File: src/sv/isdu_segment_transport_unit_assert.svh
// Assertion macros for the segment transport unit.
`ifndef ISDU_SEGMENT_TRANSPORT_UNIT_ASSERT_SVH
`define ISDU_SEGMENT_TRANSPORT_UNIT_ASSERT_SVH
`ifndef SYNTHESIS
`define ISDU_ASSERT_CLK(label, clk, rst, prop) \
   label: assert property (@(posedge clk) disable iff (rst) (prop)) else $error("label");
`define ISDU_ASSERT_NEVER(label, clk, rst, cond) \
   label: assert property (@(posedge clk) disable iff (rst) !(cond)) else $error("label");
`else
`define ISDU_ASSERT_CLK(label, clk, rst, prop)
`define ISDU_ASSERT_NEVER(label, clk, rst, cond)
`endif
`endif

File: src/sv/isdu_pkg.sv
`timescale 1ns / 1ps
package isdu_pkg;
   localparam int RespDepth = 64;
   localparam int RespAw = $clog2(RespDepth);

   typedef enum logic [1:0] {
      OP_RECEIVE = 2'd0,
      OP_LOAD    = 2'd1,
      OP_COMMIT  = 2'd2,
      OP_FETCH   = 2'd3
   } opcode_type;

   typedef enum logic [2:0] {
      ST_OK       = 3'd0,
      ST_IGNORED  = 3'd1,
      ST_SEQ      = 3'd2,
      ST_SERVICE  = 3'd3,
      ST_BUSY     = 3'd4,
      ST_COMPLETE = 3'd5,
      ST_OVERFLOW = 3'd6,
      ST_NOTHING  = 3'd7
   } status_type;

   typedef enum logic [1:0] {
      REG_READ_SVC  = 2'd0,
      REG_WRITE_SVC = 2'd1,
      REG_BUSY_ERR  = 2'd2,
      REG_SVC_ERR   = 2'd3
   } reg_index_type;

   typedef struct packed {
      logic [1:0] opcode;
      logic [7:0] byte_in;
   } item_type;

   typedef struct packed {
      logic [7:0]  req_length;
      logic [7:0]  req_subindex;
      logic [15:0] req_index;
      logic        req_is_write;
      logic [7:0]  data_position;
      logic        data_valid;
      logic [7:0]  tx_byte;
      logic        tx_valid;
      logic [2:0]  status;
   } result_type;

   typedef struct packed {
      logic [3:0] read_svc;
      logic [3:0] write_svc;
      logic [7:0] busy_err;
      logic [7:0] svc_err;
   } cfg_type;
endpackage

File: src/sv/isdu_front.sv
`timescale 1ns / 1ps
module isdu_front (
   input  logic              clock,
   input  logic              reset,
   input  logic              in_valid,
   output logic              in_ready,
   input  logic [1:0]        in_opcode,
   input  logic [7:0]        in_byte,
   output logic              q_valid,
   input  logic              q_ready,
   output isdu_pkg::item_type q_item
);
   // two-entry queue between intake and execution
   isdu_pkg::item_type mem_ff [2];
   logic               wp_ff, wp_in, rp_ff, rp_in;
   logic [1:0]         cnt_ff, cnt_in;
   logic               push, pop;

   assign in_ready = (cnt_ff != 2'd2);
   assign q_valid  = (cnt_ff != 2'd0);
   assign q_item   = mem_ff[rp_ff];
   assign push     = in_valid && in_ready;
   assign pop      = q_valid && q_ready;

   always_comb begin
      wp_in  = push ? ~wp_ff : wp_ff;
      rp_in  = pop ? ~rp_ff : rp_ff;
      cnt_in = cnt_ff + {1'b0, push} - {1'b0, pop};
   end

   always_ff @(posedge clock) begin
      if (reset) begin
         wp_ff  <= 1'b0;
         rp_ff  <= 1'b0;
         cnt_ff <= 2'd0;
      end else begin
         wp_ff  <= wp_in;
         rp_ff  <= rp_in;
         cnt_ff <= cnt_in;
      end
      if (push) begin
         mem_ff[wp_ff] <= '{opcode: in_opcode, byte_in: in_byte};
      end
   end

`include "isdu_segment_transport_unit_assert.svh"
   `ISDU_ASSERT_NEVER(a_q_over, clock, reset, cnt_ff == 2'd3)
   `ISDU_ASSERT_CLK(a_q_cnt, clock, reset, (push && !pop) |=> cnt_ff == $past(cnt_ff) + 2'd1)
   `ISDU_ASSERT_CLK(a_q_drain, clock, reset, (pop && !push) |=> cnt_ff == $past(cnt_ff) - 2'd1)
endmodule

File: src/sv/isdu_back.sv
`timescale 1ns / 1ps
module isdu_back (
   input  logic               clock,
   input  logic               reset,
   input  logic               q_valid,
   output logic               q_ready,
   input  isdu_pkg::item_type q_item,
   input  isdu_pkg::cfg_type  cfg,
   output logic               out_valid,
   input  logic               out_ready,
   output isdu_pkg::result_type out_data
);
   typedef enum logic [3:0] {
      PH_IDLE = 4'd0, PH_HDR = 4'd1, PH_EXTLEN = 4'd2, PH_IDXHI = 4'd3,
      PH_IDXLO = 4'd4, PH_SUB = 4'd5, PH_DATA = 4'd6, PH_SEG = 4'd7,
      PH_EXEC = 4'd8, PH_RESP = 4'd9
   } phase_type;

   phase_type   phase_ff, phase_in, resume_ff, resume_in;
   logic        seg_ff, seg_in, wr_ff, wr_in, ctl_ff, ctl_in;
   logic [5:0]  seq_ff, seq_in;
   logic [15:0] idx_ff, idx_in;
   logic [7:0]  sub_ff, sub_in, len_ff, len_in, pcnt_ff, pcnt_in;
   logic [7:0]  rlen_ff, rlen_in, rpos_ff, rpos_in;
   logic [7:0]  store [isdu_pkg::RespDepth];
   logic        wr_en;
   logic [isdu_pkg::RespAw-1:0] wr_addr;
   logic [7:0]  wr_data;
   logic [isdu_pkg::RespAw-1:0] rd_addr;
   logic [7:0]  rd_ff;
   logic        ov_ff;
   isdu_pkg::result_type res, out_ff;
   logic        fire;
   logic [7:0]  b;
   logic [7:0]  pos1;
   logic        err_ff, err_in;
   logic [7:0]  ecode_ff, ecode_in;

   assign q_ready   = !ov_ff || out_ready;
   assign fire      = q_valid && q_ready;
   assign out_valid = ov_ff;
   assign out_data  = out_ff;
   assign b         = q_item.byte_in;
   assign pos1      = rpos_ff + 8'd1;

   always_comb begin
      phase_in = phase_ff; resume_in = resume_ff; seg_in = seg_ff; wr_in = wr_ff;
      ctl_in = ctl_ff; seq_in = seq_ff; idx_in = idx_ff; sub_in = sub_ff;
      len_in = len_ff; pcnt_in = pcnt_ff; rlen_in = rlen_ff; rpos_in = rpos_ff;
      wr_en = 1'b0; wr_addr = '0; wr_data = b;
      res = '0;
      res.status = isdu_pkg::ST_OK;
      unique case (isdu_pkg::opcode_type'(q_item.opcode))
         isdu_pkg::OP_RECEIVE: begin
            if (phase_ff == PH_SEG) begin
               if (b[7]) begin
                  res.status = isdu_pkg::ST_BUSY;
                  phase_in = PH_EXEC;
               end else if (b[5:0] != seq_ff + 6'd1) begin
                  phase_in = PH_IDLE;
                  res.status = isdu_pkg::ST_SEQ;
               end else begin
                  seq_in = b[5:0]; seg_in = !b[6]; phase_in = resume_ff;
               end
            end else if (phase_ff == PH_RESP && !b[7]) begin
               res.status = isdu_pkg::ST_OK;
            end else begin
               unique case (phase_ff)
                  PH_HDR: begin
                     if (b[7:4] == cfg.read_svc) begin
                        wr_in = 1'b0; len_in = '0; pcnt_in = '0;
                        resume_in = PH_IDXHI; phase_in = seg_ff ? PH_SEG : PH_IDXHI;
                     end else if (b[7:4] == cfg.write_svc) begin
                        wr_in = 1'b1; pcnt_in = '0;
                        if (b[3:0] == 4'hF) begin
                           resume_in = PH_EXTLEN; phase_in = seg_ff ? PH_SEG : PH_EXTLEN;
                        end else begin
                           len_in = {4'd0, b[3:0]};
                           resume_in = PH_IDXHI; phase_in = seg_ff ? PH_SEG : PH_IDXHI;
                        end
                     end else begin
                        res.status = isdu_pkg::ST_SERVICE;
                        phase_in = PH_EXEC;
                     end
                  end
                  PH_EXTLEN: begin
                     len_in = b; resume_in = PH_IDXHI; phase_in = seg_ff ? PH_SEG : PH_IDXHI;
                  end
                  PH_IDXHI: begin
                     idx_in = {b, 8'd0}; resume_in = PH_IDXLO;
                     phase_in = seg_ff ? PH_SEG : PH_IDXLO;
                  end
                  PH_IDXLO: begin
                     idx_in = idx_ff | {8'd0, b}; resume_in = PH_SUB;
                     phase_in = seg_ff ? PH_SEG : PH_SUB;
                  end
                  PH_SUB: begin
                     sub_in = b;
                     if (!wr_ff) begin
                        phase_in = PH_EXEC; res.status = isdu_pkg::ST_COMPLETE;
                     end else begin
                        resume_in = PH_DATA; phase_in = seg_ff ? PH_SEG : PH_DATA;
                     end
                  end
                  PH_DATA: begin
                     res.data_valid = 1'b1; res.data_position = pcnt_ff;
                     pcnt_in = pcnt_ff + 8'd1;
                     if (pcnt_ff + 8'd1 >= len_ff) begin
                        phase_in = PH_EXEC; res.status = isdu_pkg::ST_COMPLETE;
                     end else begin
                        resume_in = PH_DATA; phase_in = seg_ff ? PH_SEG : PH_DATA;
                     end
                  end
                  PH_EXEC: res.status = isdu_pkg::ST_OK;
                  default: begin
                     if (!b[7]) begin
                        phase_in = PH_IDLE; res.status = isdu_pkg::ST_IGNORED;
                     end else begin
                        seg_in = !b[6]; seq_in = b[5:0]; ctl_in = 1'b0;
                        pcnt_in = '0; rlen_in = '0; rpos_in = '0; phase_in = PH_HDR;
                     end
                  end
               endcase
            end
            // error responses: reuse EXEC marker above, then overwrite to RESP
            if (res.status == isdu_pkg::ST_BUSY || res.status == isdu_pkg::ST_SERVICE) begin
               rlen_in = 8'd2; rpos_in = '0; ctl_in = 1'b0; phase_in = PH_RESP;
            end
         end
         isdu_pkg::OP_LOAD: begin
            if (phase_ff == PH_EXEC && rlen_ff < 8'(isdu_pkg::RespDepth)) begin
               wr_en = 1'b1; wr_addr = rlen_ff[isdu_pkg::RespAw-1:0];
               rlen_in = rlen_ff + 8'd1;
            end else begin
               res.status = isdu_pkg::ST_OVERFLOW;
            end
         end
         isdu_pkg::OP_COMMIT: begin
            if (phase_ff == PH_EXEC) begin
               rpos_in = '0; seq_in = '0; ctl_in = 1'b0; phase_in = PH_RESP;
            end
         end
         isdu_pkg::OP_FETCH: begin
            if (phase_ff != PH_RESP) begin
               res.status = isdu_pkg::ST_NOTHING;
            end else if (!ctl_ff) begin
               res.tx_valid = 1'b1;
               res.tx_byte = {rpos_ff == 8'd0, pos1 >= rlen_ff, seq_ff};
               ctl_in = 1'b1;
            end else if (rpos_ff < rlen_ff) begin
               res.tx_valid = 1'b1;
               if (err_ff && rpos_ff == 8'd0) begin
                  res.tx_byte = 8'h80;
               end else if (err_ff && rpos_ff == 8'd1) begin
                  res.tx_byte = ecode_ff;
               end else begin
                  res.tx_byte = rd_ff;
               end
               rpos_in = pos1;
               if (pos1 >= rlen_ff) begin
                  phase_in = PH_IDLE;
               end else begin
                  ctl_in = 1'b0; seq_in = seq_ff + 6'd1;
               end
            end else begin
               phase_in = PH_IDLE; res.status = isdu_pkg::ST_NOTHING;
            end
         end
         default: ;
      endcase
      res.req_is_write = wr_in;
      res.req_index    = idx_in;
      res.req_subindex = sub_in;
      res.req_length   = len_in;
   end

   // error flag and code override the first two store entries
   always_comb begin
      err_in = err_ff; ecode_in = ecode_ff;
      if (fire && q_item.opcode == isdu_pkg::OP_RECEIVE &&
          (res.status == isdu_pkg::ST_BUSY || res.status == isdu_pkg::ST_SERVICE)) begin
         err_in = 1'b1;
         ecode_in = (res.status == isdu_pkg::ST_BUSY) ? cfg.busy_err : cfg.svc_err;
      end else if (fire && phase_in == PH_HDR) begin
         err_in = 1'b0;
      end
   end

   // hold the entry at the current read position in a register
   assign rd_addr = fire ? rpos_in[isdu_pkg::RespAw-1:0] : rpos_ff[isdu_pkg::RespAw-1:0];

   always_ff @(posedge clock) begin
      if (reset) begin
         phase_ff <= PH_IDLE; resume_ff <= PH_IDLE; seg_ff <= 1'b0; wr_ff <= 1'b0;
         ctl_ff <= 1'b0; seq_ff <= '0; idx_ff <= '0; sub_ff <= '0; len_ff <= '0;
         pcnt_ff <= '0; rlen_ff <= '0; rpos_ff <= '0; ov_ff <= 1'b0;
         err_ff <= 1'b0; ecode_ff <= '0;
      end else begin
         if (fire) begin
            phase_ff <= phase_in; resume_ff <= resume_in; seg_ff <= seg_in;
            wr_ff <= wr_in; ctl_ff <= ctl_in; seq_ff <= seq_in; idx_ff <= idx_in;
            sub_ff <= sub_in; len_ff <= len_in; pcnt_ff <= pcnt_in;
            rlen_ff <= rlen_in; rpos_ff <= rpos_in;
            err_ff <= err_in; ecode_ff <= ecode_in;
         end
         if (fire) ov_ff <= 1'b1;
         else if (out_ready) ov_ff <= 1'b0;
      end
      if (fire) out_ff <= res;
      if (fire && wr_en) store[wr_addr] <= wr_data;
      rd_ff <= store[rd_addr];
   end

`include "isdu_segment_transport_unit_assert.svh"
   `ISDU_ASSERT_CLK(a_out_hold, clock, reset, (ov_ff && !out_ready) |=> ov_ff && $stable(out_ff))
   `ISDU_ASSERT_NEVER(a_rlen_max, clock, reset, rlen_ff > 8'(isdu_pkg::RespDepth))
   `ISDU_ASSERT_CLK(a_resp_rpos, clock, reset, (phase_ff == PH_RESP) |-> rlen_ff == 8'd0 || rpos_ff < rlen_ff || ctl_ff)
endmodule

File: src/sv/isdu_segment_transport_unit.sv
`timescale 1ns / 1ps
// Segment transport unit: takes one transaction per clock (receive, load, commit or
// fetch) while rsp_tready keeps up, and returns exactly one result transaction for
// each. A two-entry input queue feeds the execute stage, whose registered result
// output takes the next transaction in the cycle a waiting result is accepted; a
// result passes through the queue and then the result register. Config registers sit
// on an APB-style port and must be written only while the unit is idle.
module isdu_segment_transport_unit (
   input  logic        clock,
   input  logic        reset,
   input  logic        req_tvalid,
   output logic        req_tready,
   input  logic [15:0] req_tdata,   // opcode[1:0], byte_in[9:2], zero pad
   output logic        rsp_tvalid,
   input  logic        rsp_tready,
   output logic [55:0] rsp_tdata,   // status, tx_valid, tx_byte, data_valid,
                                    // data_position, req_is_write, req_index,
                                    // req_subindex, req_length, zero pad
   input  logic        csr_psel,
   input  logic        csr_penable,
   input  logic        csr_pwrite,
   input  logic [3:0]  csr_paddr,
   input  logic [31:0] csr_pwdata,
   output logic [31:0] csr_prdata,
   output logic        csr_pready
);
   isdu_pkg::cfg_type    cfg_ff;
   isdu_pkg::item_type   q_item;
   isdu_pkg::result_type res;
   logic q_valid, q_ready;
   isdu_pkg::reg_index_type ridx;

   assign csr_pready = 1'b1;
   assign ridx = isdu_pkg::reg_index_type'(csr_paddr[3:2]);

   always_ff @(posedge clock) begin
      if (reset) begin
         cfg_ff <= '{read_svc: 4'd11, write_svc: 4'd3, busy_err: 8'd48, svc_err: 8'd17};
      end else if (csr_psel && csr_penable && csr_pwrite) begin
         unique case (ridx)
            isdu_pkg::REG_READ_SVC:  cfg_ff.read_svc  <= csr_pwdata[3:0];
            isdu_pkg::REG_WRITE_SVC: cfg_ff.write_svc <= csr_pwdata[3:0];
            isdu_pkg::REG_BUSY_ERR:  cfg_ff.busy_err  <= csr_pwdata[7:0];
            isdu_pkg::REG_SVC_ERR:   cfg_ff.svc_err   <= csr_pwdata[7:0];
            default: ;
         endcase
      end
   end

   always_comb begin
      unique case (ridx)
         isdu_pkg::REG_READ_SVC:  csr_prdata = {28'd0, cfg_ff.read_svc};
         isdu_pkg::REG_WRITE_SVC: csr_prdata = {28'd0, cfg_ff.write_svc};
         isdu_pkg::REG_BUSY_ERR:  csr_prdata = {24'd0, cfg_ff.busy_err};
         isdu_pkg::REG_SVC_ERR:   csr_prdata = {24'd0, cfg_ff.svc_err};
         default:                 csr_prdata = '0;
      endcase
   end

   isdu_front u_front (
      .clock, .reset,
      .in_valid(req_tvalid), .in_ready(req_tready),
      .in_opcode(req_tdata[1:0]), .in_byte(req_tdata[9:2]),
      .q_valid, .q_ready, .q_item
   );

   isdu_back u_back (
      .clock, .reset, .q_valid, .q_ready, .q_item, .cfg(cfg_ff),
      .out_valid(rsp_tvalid), .out_ready(rsp_tready), .out_data(res)
   );

   assign rsp_tdata = {2'b00, res};
endmodule

File: config.mk
export PLATFORM = sky130hd
export DESIGN_NAME = isdu_segment_transport_unit
export DESIGN_NICKNAME = d
export VERILOG_FILES = /design/src/sv/isdu_pkg.sv /design/src/sv/isdu_front.sv /design/src/sv/isdu_back.sv /design/src/sv/isdu_segment_transport_unit.sv
export VERILOG_INCLUDE_DIRS = /design/src /design/src/sv
export SDC_FILE = /design/constraint.sdc
export NUM_CORES = 1
export LEC_CHECK = 0
export BUFFER_PORTS_ARGS = -buffer_cell sky130_fd_sc_hd__buf_4
export CAP_MARGIN = 20
export CORE_ASPECT_RATIO = 0.75
export CORE_MARGIN = 3
export CORE_UTILIZATION = 25
export DETAILED_ROUTE_END_ITERATION = 10
export HOLD_SLACK_MARGIN = 0.08
export PLACE_DENSITY = 0.36
export SETUP_SLACK_MARGIN = 0.02
export SKIP_LAST_GASP = 1
export SYNTH_ARGS = -nofsm -noshare
export SYNTH_HDL_FRONTEND = slang
export SYNTH_SLANG_ARGS = --single-unit
File: constraint.sdc
create_clock -name clock -period 5.1 [get_ports clock]
set_input_delay 1.02 -clock clock [delete_from_list [all_inputs] [get_ports clock]]
set_output_delay 1.02 -clock clock [all_outputs]
set_load 0.005 [all_outputs]
==> flow_summary.html, run 1 <==
<table>
<tr><th>Metric</th><th>Value</th></tr>
<tr><th colspan="2">Power</th></tr>
<tr><td>Peak supply drop</td><td>0.0002489 V</td></tr>
<tr><td>Standby leakage power</td><td>11.85 nW</td></tr>
<tr><td>Overall power after layout</td><td>between 15 and 20 mW</td></tr>
<tr><td>Power density over the cells</td><td>427.5 mW/mm2</td></tr>
<tr><th colspan="2">Detailed routing</th></tr>
<tr><td>First-pass detailed-route iteration total</td><td>6</td></tr>
<tr><td>Via count</td><td>18,187</td></tr>
<tr><td>Post-DRT Antenna Nets</td><td>0</td></tr>
<tr><td>Starting DRC count in detailed routing</td><td>1,358</td></tr>
<tr><td>Average routed wire per standard cell</td><td>23.25 um</td></tr>
<tr><td>DRC</td><td>0</td></tr>
<tr><td>Final routed wirelength across all metal layers</td><td>90.70 mm</td></tr>
<tr><td>Ratio of routed vias to standard cells</td><td>around 4.7</td></tr>
<tr><th colspan="2">Placed design</th></tr>
<tr><td>Final weighted congestion of routability-driven global placement</td><td>0.7967</td></tr>
<tr><td>Detailed Place HPWL</td><td>60.47 mm</td></tr>
<tr><td>Post-Place Setup Slack</td><td>441.7 ps</td></tr>
<tr><td>Buffers on Ports</td><td>90</td></tr>
<tr><td>Post-placement cell count</td><td>3,747</td></tr>
<tr><td>Post-place instance area</td><td>between 0.03 and 0.04 mm2</td></tr>
<tr><th colspan="2">Global routing</th></tr>
<tr><td>Pin count of the biggest net entering global routing</td><td>71</td></tr>
<tr><td>Antenna violations before repair</td><td>5</td></tr>
<tr><td>First-pass GRT wire length</td><td>131.6 mm</td></tr>
<tr><td>Total gr overflow</td><td>0</td></tr>
<tr><td>Global Route Usage Sum</td><td>0.1468</td></tr>
<tr><td>Number of global-route vias before repair</td><td>18,240</td></tr>
<tr><th colspan="2">Status</th></tr>
<tr><td>Run status</td><td>finished clean</td></tr>
<tr><th colspan="2">Synthesis</th></tr>
<tr><td>Ranking of synthesized cells by area</td><td>sky130_fd_sc_hd__edfxtp_1, sky130_fd_sc_hd__dfxtp_1, sky130_fd_sc_hd__mux4_2</td></tr>
<tr><td>Primary FF master, synth</td><td>sky130_fd_sc_hd__edfxtp_1</td></tr>
<tr><td>Async S/R FF share, synth</td><td>0</td></tr>
<tr><td>Total number of yosys warnings</td><td>0</td></tr>
<tr><td>Number of distinct library cells after synthesis</td><td>71</td></tr>
<tr><td>Mapped cell area</td><td>0.02953 mm2</td></tr>
<tr><td>Mean area per synthesized cell</td><td>14.15 um2</td></tr>
<tr><td>Top cell type's share of synthesized area</td><td>0.5959</td></tr>
<tr><td>Cell type with the largest total area after synthesis</td><td>sky130_fd_sc_hd__edfxtp_1</td></tr>
<tr><td>Seq cells post-synth</td><td>705</td></tr>
<tr><td>Portion of the post-synthesis area used by sequential elements</td><td>0.6766</td></tr>
<tr><td>Number of flops mapped to enable cells by yosys</td><td>586</td></tr>
<tr><td>Number of cells produced by synthesis</td><td>2,087</td></tr>
<tr><th colspan="2">Layout</th></tr>
<tr><td>Share of layout cells above drive strength 1</td><td>0.1972</td></tr>
<tr><td>Area Growth Syn to Fin</td><td>18.95%</td></tr>
<tr><td>Sequential cell area</td><td>0.01998 mm2</td></tr>
<tr><td>Multi-input logic area</td><td>0.008838 mm2</td></tr>
<tr><td>Net total in the final layout</td><td>2,379</td></tr>
<tr><td>Most frequent cells in the layout</td><td>sky130_fd_sc_hd__edfxtp_1, sky130_fd_sc_hd__nand2_1, sky130_fd_sc_hd__nor2_1, sky130_fd_sc_hd__buf_4, sky130_fd_sc_hd__dfxtp_1</td></tr>
<tr><td>Final instance area</td><td>around 0.035 mm2</td></tr>
<tr><td>Finished Layout Cells</td><td>roughly 4,000</td></tr>
<tr><td>Most common cell after layout, fill and taps aside</td><td>sky130_fd_sc_hd__edfxtp_1</td></tr>
<tr><td>Filler instances</td><td>between 10,000 and 15,000</td></tr>
<tr><th colspan="2">Job</th></tr>
<tr><td>Max-Cap Viols</td><td>0</td></tr>
<tr><th colspan="2">Worst setup path</th></tr>
<tr><td>Setup slack of the most critical reg-to-reg path</td><td>600 ps</td></tr>
<tr><td>R2r worst-path depth</td><td>13</td></tr>
<tr><td>Critical Path Source Type</td><td>register</td></tr>
<tr><td>Type of the worst setup path</td><td>register to register</td></tr>
<tr><td>Required time worst endpoint</td><td>5700 ps</td></tr>
<tr><td>Crit path to</td><td>u_back.rd_ff[3]</td></tr>
<tr><td>Data arrival, critical path</td><td>5100 ps</td></tr>
<tr><td>Max FO, Critical Path</td><td>34</td></tr>
<tr><td>Capture instance of the worst register-to-register path</td><td>u_back.rd_ff[3]</td></tr>
<tr><td>Critical path endpoint category</td><td>register</td></tr>
<tr><th colspan="2">STA</th></tr>
<tr><td>Highest clock rate</td><td>222.0 MHz</td></tr>
<tr><td>Final WS setup</td><td>595.2 ps</td></tr>
<tr><td>Final worst path period need</td><td>4505 ps</td></tr>
<tr><td>Total negative slack for setup checks</td><td>0 ps</td></tr>
<tr><td>Max transition margin</td><td>0.2536</td></tr>
<tr><td>Final Max Slew Viols</td><td>0</td></tr>
<tr><td>Least-Margin Pin Slew</td><td>around 1100 ps</td></tr>
<tr><td>Count of final setup violators</td><td>0</td></tr>
<tr><td>Fraction of the cycle the final worst path needs</td><td>0.8833</td></tr>
<tr><td>Unrepaired setup endpoints after global routing</td><td>no</td></tr>
<tr><td>Total count of hold-check failures in the final report</td><td>0</td></tr>
<tr><td>Setup skew after layout</td><td>26.13 ps</td></tr>
<tr><th colspan="2">CTS</th></tr>
<tr><td>CTS-repair resized insts</td><td>0</td></tr>
<tr><td>Clock transition at the register clock pins on the worst setup and hold paths after CTS</td><td>60 ps</td></tr>
<tr><td>Post-CTS Hold Fix Bufs</td><td>0</td></tr>
<tr><td># Post-CTS Setup Buffers</td><td>0</td></tr>
<tr><td>Htree depth</td><td>3</td></tr>
<tr><td>Root cell of the clock tree</td><td>sky130_fd_sc_hd__clkbuf_16</td></tr>
<tr><td>TritonCTS clock tree</td><td>done</td></tr>
<tr><td>Number of sinks handled by clock tree synthesis</td><td>~700</td></tr>
<tr><td>Number of CTS-inserted buffers</td><td>79</td></tr>
<tr><td>Skew-Pair Late Insertion Delay</td><td>650 ps</td></tr>
<tr><td>Clock tree buffer depth</td><td>3</td></tr>
<tr><th colspan="2">Die</th></tr>
<tr><td>Initial Util</td><td>0.2535</td></tr>
<tr><td>Floorplan die area</td><td>0.1223 mm2</td></tr>
<tr><td>IO Count</td><td>150</td></tr>
<tr><td>Chip width</td><td>402.9 um</td></tr>
<tr><td>Die span in y</td><td>303.6 um</td></tr>
<tr><td>Standard-cell rows</td><td>108</td></tr>
<tr><td>Standard cell core area</td><td>0.1165 mm2</td></tr>
<tr><th colspan="2">Worst hold path</th></tr>
<tr><td>WHS Path Cells</td><td>2</td></tr>
<tr><td>Worst hold path class</td><td>register to register</td></tr>
</table>
## logic make-up (layout without fill, tap and decap cells)
| family | after synthesis | in the layout | synth area share |
|---|---|---|---|
| and+or+nand+nor | 637 | 637 | 0.09313 |
| muxes | 205 | 205 | 0.1112 |
| AOI/OAI and AO/OA | 304 | 304 | 0.06521 |
| xor gates and xnor gates | 40 | 40 | 0.01186 |
| adders and majority gates | 32 | 32 | 0.01356 |
| DFF | 705 | 705 | 0.6766 |
| buffers and inverters | 162 | 403 | 0.02818 |
| other | 2 | 35 | 0.0002543 |
## synthesized netlist by cell type (all sizes together) (6+ instances only)
cell type,count
buf,71
o221a,9
mux2,6
mux4,96
a22oi,14
nor2,207
a21o,9
xnor2,29
a22o,7
mux2i,103
nand4,14
and2,9
o21ai,63
inv,40
edfxtp,586
nand3,83
nor4,10
a31oi,15
and3,24
a221o,6
clkbuf,49
dfxtp,119
o22ai,34
a211oi,7
xor2,11
nand2,240
a21oi,102
nor3,28
ha,32
o21a,6
## report_power, final
group	total [mW]	internal (mW)	switching (mW)	leakage [nW]
clock	5.54	3.21	2.33	1.22
sequential	7.14	6.98	0.158	6.28
combinational	2.33	0.641	1.69	4.35
total	15.0	10.8	4.18	11.9
## state kept, by name, summed over array words and instances (netlist names), 6 cells and up, named ones only
register         cells
u_back.sub_ff        8
u_back.rpos_ff       8
u_back.len_ff        8
u_back.out_data     54
u_back.idx_ff       16
u_back.rd_ff         8
u_back.seq_ff        6
u_back.pcnt_ff       8
u_back.ecode_ff      8
u_back.rlen_ff       8
u_front.mem_ff      20
cfg_ff              24
u_back.store       512
## layout make-up
| cell class | count | area share |
|---|---|---|
| Sequential cell | 705 | 0.5688 |
| Multi-Input combinational cell | 1245 | 0.2516 |
| Clock buffer | 110 | 0.06241 |
| Tap cell | 1540 | 0.05486 |
| Timing Repair Buffer | 215 | 0.04880 |
| Clock inverter | 36 | 0.008406 |
| Inverter | 42 | 0.004559 |
| Antenna cell | 8 | 0.0005699 |
## stage by stage
step	util	hold slack [ps]
2_1_floorplan	-	432.1
3_3_place_gp	0.2800	442.5
3_5_place_dp	0.2800	449.5
4_1_cts	0.3014	458.3
5_1_grt	0.3014	468.0
6_report	0.3016	456.1
## metal layers
metal / global-route usage / vias up / share of wire
met3: 0.03553 / 113 / 0.064
met5: 0 / - / 0
met2: 0.2110 / 469 / 0.43
li1: - / 8306 / -
met1: 0.2211 / 9299 / 0.49
met4: 0.03503 / 0 / 0.019
## worst max-delay path, stage by stage, from the launching register on
cell	delay [ps]
sky130_fd_sc_hd__dfxtp_1	530
sky130_fd_sc_hd__mux2i_2	350
sky130_fd_sc_hd__xnor2_1	140
sky130_fd_sc_hd__or4_4	610
sky130_fd_sc_hd__a211o_1	380
sky130_fd_sc_hd__o211ai_2	240
sky130_fd_sc_hd__a21o_4	370
sky130_fd_sc_hd__buf_12	290
sky130_fd_sc_hd__buf_4	200
sky130_fd_sc_hd__mux2i_1	70
sky130_fd_sc_hd__mux2i_1	150
sky130_fd_sc_hd__o22ai_1	170
sky130_fd_sc_hd__nor4_1	670
sky130_fd_sc_hd__and3_1	250
## worst min path at each step
stage	slack, ps	start	to
6_report	460	u_back.idx_ff[1]	u_back.idx_ff[1]
5_1_grt	470	u_back.sub_ff[0]	u_back.sub_ff[0]
4_1_cts	460	u_back.idx_ff[1]	u_back.idx_ff[1]
3_5_place_dp	450	u_back.idx_ff[1]	u_back.idx_ff[1]
3_3_place_gp	440	u_back.sub_ff[7]	u_back.sub_ff[7]
2_1_floorplan	430	u_back.resume_ff[2]	u_back.resume_ff[2]
Note: power is estimated with default switching activity, not from simulation.
==> inputs of run 2 (changes only) <==
- CTS_BUF_LIST: unset -> sky130_fd_sc_hd__clkbuf_8 sky130_fd_sc_hd__clkbuf_16
==> flow_summary.html, run 2 (synthesis gave the netlist of run 1 again) <==
<table>
<tr><th>Metric</th><th>Value</th></tr>
<tr><th colspan="2">Power</th></tr>
<tr><td>Part of the total power dissipated in the clock network</td><td>0.367 (-0.002)</td></tr>
<tr><td>Net Sw Power</td><td>4.182 mW (about the same)</td></tr>
<tr><td>Peak supply drop</td><td>0.0002488 V (about the same)</td></tr>
<tr><td>Combinational power share</td><td>0.156 (about the same)</td></tr>
<tr><td>Power Internal</td><td>10.78 mW (-0.53%)</td></tr>
<tr><td>Switching power share of the total</td><td>0.2796 (+0.0009711)</td></tr>
<tr><td>Part of the total power dissipated in sequential elements</td><td>0.478 (+0.002)</td></tr>
<tr><td>Standby leakage power</td><td>11.94 nW (+0.75%)</td></tr>
<tr><td>Power density over the cells</td><td>425.9 mW/mm2 (-0.37%)</td></tr>
<tr><td>Overall power after layout</td><td>14.96 mW (-0.39%)</td></tr>
<tr><th colspan="2">Placed design</th></tr>
<tr><td>Final weighted congestion of routability-driven global placement</td><td>0.7967 (unchanged)</td></tr>
<tr><td>Detailed Place HPWL</td><td>60.47 mm (unchanged)</td></tr>
<tr><td>Buffers on Ports</td><td>90 (unchanged)</td></tr>
<tr><th colspan="2">Detailed routing</th></tr>
<tr><td>Final routed wirelength across all metal layers</td><td>90.68 mm (about the same)</td></tr>
<tr><td>Ratio of routed vias to standard cells</td><td>4.669 (+0.14%)</td></tr>
<tr><td>Average routed wire per standard cell</td><td>23.24 um (about the same)</td></tr>
<tr><td>Uppermost layer routed</td><td>met4</td></tr>
<tr><td>First-pass detailed-route iteration total</td><td>5 (-1)</td></tr>
<tr><td>Post-DRT Antenna Nets</td><td>0 (unchanged)</td></tr>
<tr><td>Starting DRC count in detailed routing</td><td>1,364 (+0.44%)</td></tr>
<tr><td>DRC</td><td>0 (unchanged)</td></tr>
<tr><td>Via count</td><td>18,212 (+0.14%)</td></tr>
<tr><td>Met3 routed wirelength</td><td>5.974 mm (+2.3%)</td></tr>
<tr><td>Routed met2 length</td><td>38.73 mm (-0.12%)</td></tr>
<tr><td>Total routed wire length on the met1 layer</td><td>44.18 mm (-0.36%)</td></tr>
<tr><th colspan="2">Die</th></tr>
<tr><td>Initial Util</td><td>0.2535 (unchanged)</td></tr>
<tr><td>Floorplan die area</td><td>0.1223 mm2 (unchanged)</td></tr>
<tr><td>Die span in y</td><td>303.6 um (unchanged)</td></tr>
<tr><td>IO Count</td><td>150 (unchanged)</td></tr>
<tr><td>Chip width</td><td>402.9 um (unchanged)</td></tr>
<tr><td>Standard cell core area</td><td>0.1165 mm2 (unchanged)</td></tr>
<tr><td>Standard-cell rows</td><td>108 (unchanged)</td></tr>
<tr><th colspan="2">Worst setup path</th></tr>
<tr><td>Slowest cell on crit path</td><td>sky130_fd_sc_hd__nor4_1</td></tr>
<tr><td>Data arrival, critical path</td><td>5100 ps (about the same)</td></tr>
<tr><td>Delay of the slowest critical-path stage</td><td>650 ps (-20 ps)</td></tr>
<tr><td>Required time worst endpoint</td><td>5700 ps (about the same)</td></tr>
<tr><td>Critical path endpoint category</td><td>register</td></tr>
<tr><td>Critical Path Source Type</td><td>register</td></tr>
<tr><td>Max FO, Critical Path</td><td>34 (unchanged)</td></tr>
<tr><td>Type of the worst setup path</td><td>register to register</td></tr>
<tr><td>Cell chain of the critical path</td><td>mux2i_2 &gt; xnor2_1 &gt; or4_4 &gt; a211o_1 &gt; o211ai_2 &gt; a21o_4 &gt; buf_12 &gt; buf_4 &gt; mux2i_1 &gt; mux2i_1 &gt; o22ai_1 &gt; nor4_1 &gt; and3_1</td></tr>
<tr><td>Cell seen most often among critical-path stages</td><td>sky130_fd_sc_hd__mux2i_1</td></tr>
<tr><th colspan="2">STA</th></tr>
<tr><td>Least-Margin Pin Slew</td><td>1108 ps (-6.243 ps)</td></tr>
<tr><td>Total negative slack for setup checks</td><td>0 ps (unchanged)</td></tr>
<tr><td>Final worst path period need</td><td>4498 ps (-6.863 ps)</td></tr>
<tr><td>Max transition margin</td><td>0.2578 (+0.004181)</td></tr>
<tr><td>Unrepaired setup endpoints after global routing</td><td>no</td></tr>
<tr><td>Smallest hold slack</td><td>456.1 ps (+0.03900 ps)</td></tr>
<tr><td>Setup skew after layout</td><td>27.11 ps (+0.9759 ps)</td></tr>
<tr><td>Final Max Slew Viols</td><td>0 (unchanged)</td></tr>
<tr><td>Total count of hold-check failures in the final report</td><td>0 (unchanged)</td></tr>
<tr><td>Count of final setup violators</td><td>0 (unchanged)</td></tr>
<tr><td>Fraction of the cycle the final worst path needs</td><td>0.8819 (-0.001346)</td></tr>
<tr><td>Highest clock rate</td><td>222.3 MHz (+0.15%)</td></tr>
<tr><th colspan="2">CTS</th></tr>
<tr><td>TritonCTS clock tree</td><td>done</td></tr>
<tr><td>Skew-Pair Late Insertion Delay</td><td>650 ps (about the same)</td></tr>
<tr><td>Clock transition at the register clock pins on the worst setup and hold paths after CTS</td><td>60 ps (about the same)</td></tr>
<tr><td>Number of CTS-inserted buffers</td><td>79 (unchanged)</td></tr>
<tr><td>Number of sinks handled by clock tree synthesis</td><td>705 (unchanged)</td></tr>
<tr><td>Post-CTS Hold Fix Bufs</td><td>0 (unchanged)</td></tr>
<tr><td>Htree depth</td><td>3 (unchanged)</td></tr>
<tr><td>Root cell of the clock tree</td><td>sky130_fd_sc_hd__clkbuf_16</td></tr>
<tr><td>CTS-repair resized insts</td><td>0 (unchanged)</td></tr>
<tr><td>Clock tree buffer depth</td><td>3 (unchanged)</td></tr>
<tr><td># Post-CTS Setup Buffers</td><td>0 (unchanged)</td></tr>
<tr><th colspan="2">Status</th></tr>
<tr><td>Run status</td><td>finished clean</td></tr>
<tr><th colspan="2">Job</th></tr>
<tr><td>Max-Cap Viols</td><td>0 (unchanged)</td></tr>
<tr><th colspan="2">Layout</th></tr>
<tr><td>Net total in the final layout</td><td>2,379 (unchanged)</td></tr>
<tr><td>Area Growth Syn to Fin</td><td>18.93% (about the same)</td></tr>
<tr><td>Final core area utilization</td><td>0.3015 (about the same)</td></tr>
<tr><td>Number of flip-flops in the largest register</td><td>512 (unchanged)</td></tr>
<tr><td>Largest register by flop count</td><td>u_back.store</td></tr>
<tr><td>Most common cell after layout, fill and taps aside</td><td>sky130_fd_sc_hd__edfxtp_1</td></tr>
<tr><td>Most frequent cells in the layout</td><td>sky130_fd_sc_hd__edfxtp_1, sky130_fd_sc_hd__nand2_1, sky130_fd_sc_hd__nor2_1, sky130_fd_sc_hd__buf_4, sky130_fd_sc_hd__dfxtp_1</td></tr>
<tr><td>Share of layout cells above drive strength 1</td><td>0.1963 (-0.0008500)</td></tr>
<tr><th colspan="2">Global routing</th></tr>
<tr><td>Pin count of the biggest net entering global routing</td><td>71 (unchanged)</td></tr>
<tr><td>Total gr overflow</td><td>0 (unchanged)</td></tr>
<tr><td>Number of global-route vias before repair</td><td>18,242 (+0.011%)</td></tr>
<tr><td>Antenna violations before repair</td><td>5 (unchanged)</td></tr>
<tr><td>First-pass GRT wire length</td><td>131.6 mm (about the same)</td></tr>
<tr><td>Global Route Usage Sum</td><td>0.1468 (unchanged)</td></tr>
<tr><th colspan="2">Worst hold path</th></tr>
<tr><td>Worst hold path class</td><td>register to register</td></tr>
</table>
==> run 2: cell types whose count changed in the layout (fill, tap and decap cells not counted) <==
cell | previous run | this run
sky130_fd_sc_hd__clkbuf_1 | 21 | 0
sky130_fd_sc_hd__inv_1 | 32 | 55
sky130_fd_sc_hd__clkbuf_4 | 2 | 0
==> run 2: stage by stage <==
stage / instances / area [um2] / setup WS, ps
finish: 3901 / 35120 / 602.1
CTS: 3893 / 35100 / 440.7
global placement: 3747 / 32620 / 509.1
floorplan: 2112 / 29620 / 491.2
detailed placement: 3747 / 32620 / 441.7
global route: 3894 / 35100 / 269.7
==> run 2: layout make-up <==
cell class | count | area [um2]
fill | 11683 | 81360
antenna | 8 | 20.02
inverter | 42 | 160.2
timing repair buffer | 215 | 1714
clock buffer | 87 | 2098
clock inverter | 59 | 381.6
sequential | 705 | 19980
multi-input combinational | 1245 | 8838
tap | 1540 | 1927
==> run 2: final timing paths <==
check / startpoint / to / slack [ps] / depth (start not counted)
setup / recovery: register / u_back.rd_ff[3] / 600 / 13
hold / removal: u_back.idx_ff[1] / u_back.idx_ff[1] / 460 / 2
hold reg to reg: u_back.idx_ff[1] / u_back.idx_ff[1] / 460 / 2
setup reg to reg: register / u_back.rd_ff[3] / 600 / 13
==> run 2: power groups by stage <==
stage | registers [mW] | logic (mW) | clock network [mW]
floorplan | 7.22 | 1.13 | 0
global placement | 7.27 | 2.34 | 0
detailed placement | 7.27 | 2.38 | 0
CTS | 7.15 | 2.38 | 5.67
global route | 7.17 | 2.54 | 5.91
finish | 7.14 | 2.33 | 5.48
==> run 2: worst max-delay path, delay by kind of cell (launching register included) <==
family / cells / cell delay (ps)
and+or+nand+nor: 3 / 1500
AOI/OAI and AO/OA: 4 / 1180
DFF: 1 / 530
muxes: 3 / 570
buffers and inverters: 2 / 490
xor gates and xnor gates: 1 / 140
==> run 2: routing by layer <==
layer,track usage,vias up
met2,0.2110,478
li1,-,8299
met1,0.2211,9320
met3,0.03553,115
met5,0,-
met4,0.03503,0
